$ cat config.mk
export PLATFORM = sky130hd
export DESIGN_NAME = battery_level_tracker
export DESIGN_NICKNAME = d
export VERILOG_FILES = /design/src/rtl/blt_pkg.sv /design/src/rtl/blt_track.sv /design/src/rtl/blt_div.sv /design/src/rtl/battery_level_tracker.sv
export SDC_FILE = /design/constraint.sdc
export NUM_CORES = 1
export LEC_CHECK = 0
export BUFFER_PORTS_ARGS = -buffer_cell sky130_fd_sc_hd__buf_2
export CAP_MARGIN = 10
export CORE_MARGIN = 1
export CORE_UTILIZATION = 55
export CTS_BUF_LIST = sky130_fd_sc_hd__clkbuf_4 sky130_fd_sc_hd__clkbuf_8 sky130_fd_sc_hd__clkbuf_16
export CTS_CLUSTER_SIZE = 16
export DETAILED_ROUTE_END_ITERATION = 12
export PLACE_DENSITY = 0.85
export SLEW_MARGIN = 20
export SYNTH_ARGS = -nofsm -noshare
export SYNTH_HDL_FRONTEND = slang
export SYNTH_SLANG_ARGS = --single-unit
$ cat constraint.sdc
create_clock -name clk -period 8.8 [get_ports clk]
set_input_delay 1.32 -clock clk [delete_from_list [all_inputs] [get_ports clk]]
set_output_delay 1.32 -clock clk [all_outputs]
set_load 0.03 [all_outputs]
$ cat src/rtl/blt_pkg.sv
// Shared widths, constants and register indexes for the battery level tracker.
// No dependencies; every other file imports this package.
`default_nettype none

package blt_pkg;

    localparam int SAMPLE_BITS = 12;
    localparam int PCT_W       = 7;
    localparam int NUM_W       = SAMPLE_BITS + PCT_W;
    localparam int CNT_W       = $clog2(NUM_W + 1);
    localparam int IDX_W       = 2;

    localparam logic [PCT_W-1:0] PCT_SCALE = PCT_W'(100);

    localparam logic [SAMPLE_BITS-1:0] RISE_MARGIN_RST = SAMPLE_BITS'(100);
    localparam logic [SAMPLE_BITS-1:0] EMPTY_COUNT_RST = SAMPLE_BITS'(2000);
    localparam logic [SAMPLE_BITS-1:0] FULL_COUNT_RST  = SAMPLE_BITS'(3000);

    localparam logic [IDX_W-1:0] REG_RISE_MARGIN = IDX_W'(0);
    localparam logic [IDX_W-1:0] REG_EMPTY_COUNT = IDX_W'(1);
    localparam logic [IDX_W-1:0] REG_FULL_COUNT  = IDX_W'(2);

    typedef enum logic [3:0] {
        ST_IDLE = 4'b0001,
        ST_PREP = 4'b0010,
        ST_DIV  = 4'b0100,
        ST_OUT  = 4'b1000
    } state_t;

    typedef struct packed {
        logic [SAMPLE_BITS-1:0] rise_margin;
        logic [SAMPLE_BITS-1:0] empty_count;
        logic [SAMPLE_BITS-1:0] full_count;
    } cfg_t;

endpackage

`default_nettype wire

$ cat src/rtl/blt_track.sv
// Hysteresis level register with clamping to the empty and full counts.
// Depends on blt_pkg.
`default_nettype none

module blt_track (
    input  wire logic                           clk,
    input  wire logic                           rst_n,
    input  wire logic                           load,
    input  wire logic [blt_pkg::SAMPLE_BITS-1:0] sample,
    input  wire blt_pkg::cfg_t                  cfg,
    output logic      [blt_pkg::SAMPLE_BITS-1:0] level
);
    import blt_pkg::*;

    logic [SAMPLE_BITS-1:0] level_reg;
    logic [SAMPLE_BITS-1:0] level_next;
    logic [SAMPLE_BITS:0]   rise_limit;

    assign rise_limit = {1'b0, level_reg} + {1'b0, cfg.rise_margin};

    always_comb
    begin
        level_next = level_reg;
        if ({1'b0, sample} > rise_limit)
        begin
            level_next = sample;
        end
        if (sample < level_next)
        begin
            level_next = sample;
        end
        if (sample < cfg.empty_count)
        begin
            level_next = cfg.empty_count;
        end
        if (sample > cfg.full_count)
        begin
            level_next = cfg.full_count;
        end
    end

    always_ff @(posedge clk or negedge rst_n)
    begin
        if (!rst_n)
        begin
            level_reg <= '0;
        end
        else if (load)
        begin
            level_reg <= level_next;
        end
    end

    assign level = level_reg;

endmodule

`default_nettype wire

$ cat src/rtl/blt_div.sv
// Bit-serial restoring divider: one numerator bit enters the remainder per cycle.
// Depends on blt_pkg; the quotient is only valid when it is known to fit PCT_W bits.
`default_nettype none

module blt_div (
    input  wire logic                           clk,
    input  wire logic                           rst_n,
    input  wire logic                           start,
    input  wire logic [blt_pkg::NUM_W-1:0]       num,
    input  wire logic [blt_pkg::SAMPLE_BITS-1:0] den,
    output logic                                done,
    output logic      [blt_pkg::PCT_W-1:0]       quot
);
    import blt_pkg::*;

    logic [NUM_W-1:0]       num_reg,  num_next;
    logic [SAMPLE_BITS-1:0] rem_reg,  rem_next;
    logic [PCT_W-1:0]       quot_reg, quot_next;
    logic [CNT_W-1:0]       cnt_reg,  cnt_next;
    logic                   done_reg, done_next;
    logic [SAMPLE_BITS:0]   shifted;
    logic [SAMPLE_BITS:0]   diff;
    logic                   fits;

    assign shifted = {rem_reg, num_reg[NUM_W-1]};
    assign diff    = shifted - {1'b0, den};
    assign fits    = shifted >= {1'b0, den};

    always_comb
    begin
        num_next  = num_reg;
        rem_next  = rem_reg;
        quot_next = quot_reg;
        cnt_next  = cnt_reg;
        done_next = 1'b0;
        if (start)
        begin
            num_next  = num;
            rem_next  = '0;
            quot_next = '0;
            cnt_next  = CNT_W'(NUM_W);
        end
        else if (cnt_reg != '0)
        begin
            num_next  = {num_reg[NUM_W-2:0], 1'b0};
            rem_next  = fits ? diff[SAMPLE_BITS-1:0] : shifted[SAMPLE_BITS-1:0];
            quot_next = {quot_reg[PCT_W-2:0], fits};
            cnt_next  = cnt_reg - CNT_W'(1);
            done_next = (cnt_reg == CNT_W'(1));
        end
    end

    always_ff @(posedge clk or negedge rst_n)
    begin
        if (!rst_n)
        begin
            cnt_reg  <= '0;
            done_reg <= 1'b0;
        end
        else
        begin
            cnt_reg  <= cnt_next;
            done_reg <= done_next;
        end
    end

    always_ff @(posedge clk)
    begin
        num_reg  <= num_next;
        rem_reg  <= rem_next;
        quot_reg <= quot_next;
    end

    assign done = done_reg;
    assign quot = quot_reg;

endmodule

`default_nettype wire

$ cat src/rtl/battery_level_tracker.sv
// Top level of the battery level tracker: configuration registers, sequencer,
// output register. Depends on blt_pkg, blt_track and blt_div.
`default_nettype none

// One sample word is taken while the block is idle and no configuration word is
// offered. Its result word is formed by the level update, the scaling by 100, the
// bit-serial divider over the NUM_W numerator bits and a final output step. When
// the percentage is 0 or saturated at 100 the divider is skipped. The next sample
// may enter only after the previous result is loaded, so the block does not take a
// new sample before it is through with the last one. The result waits in an output
// register, so the next sample may enter while it is still stalled; a later result
// that finds it still stalled waits for it to leave.
module battery_level_tracker (
    input  wire logic                           clk,
    input  wire logic                           rst_n,
    input  wire logic                           sample_valid,
    output logic                                sample_stall,
    input  wire logic [blt_pkg::SAMPLE_BITS-1:0] sample,
    output logic                                result_valid,
    input  wire logic                           result_stall,
    output logic      [blt_pkg::SAMPLE_BITS-1:0] tracked_level,
    output logic      [blt_pkg::PCT_W-1:0]       percent,
    output logic                                low_battery,
    output logic                                range_error,
    input  wire logic                           cfg_valid,
    output logic                                cfg_ready,
    input  wire logic [blt_pkg::IDX_W-1:0]       cfg_index,
    input  wire logic [blt_pkg::SAMPLE_BITS-1:0] cfg_data
);
    import blt_pkg::*;

    state_t                 state_reg, state_next;
    cfg_t                   cfg_reg;
    logic                   accept;
    logic                   out_load;
    logic [SAMPLE_BITS-1:0] level;
    logic                   low_reg;
    logic                   err_reg;
    logic [PCT_W-1:0]       pct_reg, pct_next;
    logic [SAMPLE_BITS-1:0] span;
    logic [SAMPLE_BITS-1:0] delta;
    logic [NUM_W-1:0]       num;
    logic                   zero_case;
    logic                   sat_case;
    logic                   div_start;
    logic                   div_done;
    logic [PCT_W-1:0]       div_quot;
    logic                   result_valid_reg;
    logic [SAMPLE_BITS-1:0] level_out_reg;
    logic [PCT_W-1:0]       pct_out_reg;
    logic                   low_out_reg;
    logic                   err_out_reg;

    assign sample_stall = (state_reg != ST_IDLE) || cfg_valid;
    assign accept       = sample_valid && !sample_stall;
    assign cfg_ready    = (state_reg == ST_IDLE);

    always_ff @(posedge clk or negedge rst_n)
    begin
        if (!rst_n)
        begin
            cfg_reg.rise_margin <= RISE_MARGIN_RST;
            cfg_reg.empty_count <= EMPTY_COUNT_RST;
            cfg_reg.full_count  <= FULL_COUNT_RST;
        end
        else if (cfg_valid && cfg_ready)
        begin
            unique case (cfg_index)
                REG_RISE_MARGIN:
                begin
                    cfg_reg.rise_margin <= cfg_data;
                end
                REG_EMPTY_COUNT:
                begin
                    cfg_reg.empty_count <= cfg_data;
                end
                REG_FULL_COUNT:
                begin
                    cfg_reg.full_count <= cfg_data;
                end
                default:
                begin
                end
            endcase
        end
    end

    blt_track u_track (
        .clk    (clk),
        .rst_n  (rst_n),
        .load   (accept),
        .sample (sample),
        .cfg    (cfg_reg),
        .level  (level)
    );

    assign span      = cfg_reg.full_count - cfg_reg.empty_count;
    assign delta     = level - cfg_reg.empty_count;
    assign num       = NUM_W'(delta) * NUM_W'(PCT_SCALE);
    assign zero_case = (cfg_reg.full_count <= cfg_reg.empty_count)
                       || (level <= cfg_reg.empty_count);
    assign sat_case  = (delta >= span);
    assign div_start = (state_reg == ST_PREP) && !zero_case && !sat_case;

    blt_div u_div (
        .clk   (clk),
        .rst_n (rst_n),
        .start (div_start),
        .num   (num),
        .den   (span),
        .done  (div_done),
        .quot  (div_quot)
    );

    assign out_load = (state_reg == ST_OUT) && (!result_valid_reg || !result_stall);

    always_comb
    begin
        state_next = state_reg;
        pct_next   = pct_reg;
        unique case (state_reg)
            ST_IDLE:
            begin
                if (accept)
                begin
                    state_next = ST_PREP;
                end
            end
            ST_PREP:
            begin
                priority if (zero_case)
                begin
                    pct_next   = '0;
                    state_next = ST_OUT;
                end
                else if (sat_case)
                begin
                    pct_next   = PCT_SCALE;
                    state_next = ST_OUT;
                end
                else
                begin
                    state_next = ST_DIV;
                end
            end
            ST_DIV:
            begin
                if (div_done)
                begin
                    pct_next   = div_quot;
                    state_next = ST_OUT;
                end
            end
            ST_OUT:
            begin
                if (out_load)
                begin
                    state_next = ST_IDLE;
                end
            end
            default:
            begin
                state_next = ST_IDLE;
            end
        endcase
    end

    always_ff @(posedge clk or negedge rst_n)
    begin
        if (!rst_n)
        begin
            state_reg        <= ST_IDLE;
            result_valid_reg <= 1'b0;
        end
        else
        begin
            state_reg <= state_next;
            if (out_load)
            begin
                result_valid_reg <= 1'b1;
            end
            else if (!result_stall)
            begin
                result_valid_reg <= 1'b0;
            end
        end
    end

    always_ff @(posedge clk)
    begin
        pct_reg <= pct_next;
        if (accept)
        begin
            low_reg <= (sample < cfg_reg.empty_count);
        end
        if (state_reg == ST_PREP)
        begin
            err_reg <= (cfg_reg.full_count <= cfg_reg.empty_count);
        end
        if (out_load)
        begin
            level_out_reg <= level;
            pct_out_reg   <= pct_reg;
            low_out_reg   <= low_reg;
            err_out_reg   <= err_reg;
        end
    end

    assign result_valid  = result_valid_reg;
    assign tracked_level = level_out_reg;
    assign percent       = pct_out_reg;
    assign low_battery   = low_out_reg;
    assign range_error   = err_out_reg;

    assert property (@(posedge clk) disable iff (!rst_n)
        result_valid |-> (percent <= PCT_SCALE))
        else $error("Percentage word exceeds full scale.");

    assert property (@(posedge clk) disable iff (!rst_n)
        (result_valid && range_error) |-> (percent == '0))
        else $error("Nonzero percentage with a bad range.");

    assert property (@(posedge clk) disable iff (!rst_n)
        accept |=> (state_reg == ST_PREP))
        else $error("Accepted sample did not start processing.");

    assert property (@(posedge clk) disable iff (!rst_n)
        div_done |-> (state_reg == ST_DIV))
        else $error("Divider finished outside the divide state.");

endmodule

`default_nettype wire
==> flow_metrics.env <==
export IMPL_status="finished, final reports clean"
export IMPL_yosys_area_share_simple=0.1312
export IMPL_grt_max_degree=60
export IMPL_netlist_area_leader_share=0.1889
export IMPL_hold_end="percent[4]$_DFFE_PP_"
export IMPL_grt_usage=0.2666
export IMPL_coreArea_um2=17420
export IMPL_r2r_end="u_track.level[8]$_DFFE_PN0P_"
export IMPL_final_min_clock_period_ns=6.073
export IMPL_critPathMaxStageDelay_ns=0.49
export IMPL_reg2reg_depth=23
export IMPL_first_pass_iters=5
export IMPL_hold_viol=0
export IMPL_synth_cell_types=75
export IMPL_cap_violations=0
export IMPL_synthAdderAreaFrac=0.2112
export IMPL_grt_antenna_before_repair=0
export IMPL_crit_arrival_ns=6.39
export IMPL_worst_slew_pin_slew_ns=0.9226
export IMPL_ctsResizeCount=0
export IMPL_path_class="flop to flop"
export IMPL_clockRootBuffer="clkbuf_16"
export IMPL_crit_chain="ha_1 -> a21o_1 -> a21oi_1 -> o21ai_0 -> nand2_1 -> o21ai_0 -> nor4_1 -> nor3_1 -> xnor2_1 -> ha_1 -> nor2b_1 -> a2111oi_0 -> o31ai_1 -> o211ai_2 -> mux2i_1 -> ha_1 -> a21o_1 -> a21o_1 -> a211oi_1 -> o21ai_0 -> nand2_2 -> mux2_2 -> o221a_2"
export IMPL_numCtsBuffers=17
export IMPL_initial_core_util=0.5667
export IMPL_ctsHoldBuffers=0
export IMPL_syn_area_per_cell_um2=10.17
export IMPL_grt_overflow=0
export IMPL_wl_per_cell_um=18.49
export IMPL_post_dp_hpwl_mm=17.23
export IMPL_start_kind="flop"
export IMPL_min_path_type="flop to flop"
export IMPL_synth_top_family_by_area="adder cells"
export IMPL_setup_viol=0
export IMPL_slew_viol_final=0
export IMPL_synthCells=970
export IMPL_grt_pass1_wl_mm=38.10
export IMPL_slowest_stage="dfrtp_1"
export IMPL_ys_ff_latch=125
export IMPL_rsz0062_at_grt="false"
export IMPL_synthXorXnorAreaFrac=0.04792
export IMPL_grt_pass1_vias=7634
export IMPL_die_h_um=136.0
export IMPL_yosysTopAreaCell="ha_1"
export IMPL_fin_setup_tns_ns=0
export IMPL_cts_tree="done"
export IMPL_ys_seq_area_frac=0.3333
export IMPL_clk_pin_slew_ns=0.06
export IMPL_die_x_um=136.0
export IMPL_drive_above_1_share=0.2004
export IMPL_drt_vias_per_instance=6.112
export IMPL_endpoint_kind="flop"
export IMPL_syn_area_um2=9869
export IMPL_clock_latency_ns=0.44
export IMPL_min_path_cells=0
export IMPL_relSlewSlack=0.3831
export IMPL_rows=48
export IMPL_largest_reg_flops=36
export IMPL_synth_edff_count=47
export IMPL_cts_sinks=125
export IMPL_synth_async_reset_ratio=0.4720
export IMPL_cp_required_ns=9.12
export IMPL_synth_compound_area_frac=0.1498
export IMPL_cp_max_fo=14
export IMPL_htree_levels=4
export IMPL_cts_setup_buffers=0
export IMPL_max_clock_freq_mhz=164.7
export IMPL_dr_first_iter_drc_count=585
export IMPL_yosys_top_cells_area="ha_1, edfxtp_1, dfrtp_1"
export IMPL_r2r_start="u_track.level[1]$_DFFE_PN0P_"
export IMPL_remaining_drc_errors=0
export IMPL_routed_wl_mm=23.45
export IMPL_fin_crit_sh=0.6901
export IMPL_skew_ns=0.01196
export IMPL_gp_congestion=0.9059
export IMPL_ff2ff_setup_slack_ns=2.73
export IMPL_final_cell_mix="ha_1, inv_1, a21oi_1"
export IMPL_num_nets_final=1221
export IMPL_yosys_mux_area_fraction=0.08380
export IMPL_diodes=0
export IMPL_pin_count=55
export IMPL_synthFlopType="edfxtp_1"
export IMPL_io_buffer_count=54
export IMPL_ys_warn_count=0
export IMPL_hp_start="pct_reg[4]$_SDFFCE_PN0P_"
export IMPL_clockBufferDepth=2
export IMPL_syn_to_final_growth_pct=10.93
export IMPL_via_count=7750
export IMPL_die_area_um2=18480
export IMPL_layout_commonest_cell="ha_1"
export IMPL_synth_fp_nets=1161
export IMPL_postRouteAntennaNets=0
==> Yosys cell counts, drive strengths merged (3+ instances only) <==
library cell / instances
dfrtp: 42
dfstp: 17
ha: 149
o22a: 10
nor4: 12
o31ai: 8
a211oi: 8
a21oi: 56
nand2b: 11
nor2: 57
o21a: 7
o221a: 11
clkbuf: 9
mux2: 61
and3: 4
nand4: 17
xor2: 20
a21o: 31
edfxtp: 47
o21ai: 41
or2: 4
fa: 11
mux2i: 11
a21boi: 5
a2111oi: 3
inv: 86
and2: 8
nand2: 47
a31oi: 6
o21bai: 8
nor3: 42
nor2b: 10
nand3: 15
xnor2: 34
buf: 9
o211ai: 5
dfxtp: 19
or3: 5
==> how the worst max path moves through the flow <==
stage | slack, ns | from | endpoint
2_1_floorplan | 3.58 | u_track.level[0]$_DFFE_PN0P_ | u_track.level[10]$_DFFE_PN0P_
3_3_place_gp | 3.16 | u_track.level[1]$_DFFE_PN0P_ | u_track.level[10]$_DFFE_PN0P_
3_5_place_dp | 2.99 | u_track.level[1]$_DFFE_PN0P_ | u_track.level[1]$_DFFE_PN0P_
4_1_cts | 2.81 | u_track.level[0]$_DFFE_PN0P_ | u_track.level[8]$_DFFE_PN0P_
5_1_grt | 2.20 | u_track.level[1]$_DFFE_PN0P_ | u_track.level[8]$_DFFE_PN0P_
6_report | 2.73 | u_track.level[1]$_DFFE_PN0P_ | u_track.level[8]$_DFFE_PN0P_
==> cell type report <==
class,instances,area (um2)
inverters,86,322.8
flip-flops and latches,125,3289
clock inverters,15,147.6
clock buffers,17,425.4
well taps,225,281.5
fillers,1392,6469
repair buffers,59,307.8
multi-input cells,741,6173
==> layer usage <==
| metal | wire length, um | track usage | vias to the layer above |
|---|---|---|---|
| met4 | 493 | 0.09444 | 0 |
| met1 | 10400 | 0.3395 | 3759 |
| met2 | 10960 | 0.4325 | 254 |
| met5 | 0 | 0 | - |
| met3 | 1592 | 0.07271 | 49 |
| li1 | - | - | 3688 |
==> critical path, delay by kind of cell, from the launching register on <==
family	cells	cell delay [ns]
compound gates	12	2.94
xor+xnor	1	0.15
fa+ha+maj	3	0.87
flops	1	0.49
mux	2	0.65
simple gates	5	0.84
==> logic make-up after synthesis <==
family | after synthesis
AOI/OAI and AO/OA | 214
xor gates and xnor gates | 54
adders and majority gates | 160
buffers and inverters | 104
DFF | 125
muxes | 72
and+or+nand+nor | 241
==> per-stage QoR <==
stage	instance area (um2)	hold slack [ns]	std cells	util	setup slack [ns]
after floorplan	9869	0.4003	970	-	3.576
after global placement	10360	0.4015	1235	0.5949	3.157
after detailed placement	10360	0.4056	1235	0.5949	2.992
after CTS	10930	0.4203	1267	0.6278	2.806
after global routing	10950	0.4319	1268	0.6286	2.202
final	10950	0.4196	1268	0.6286	2.727
Power is not shown: default switching activity piles up to over one toggle a cycle in this logic, so the estimate is an artifact.
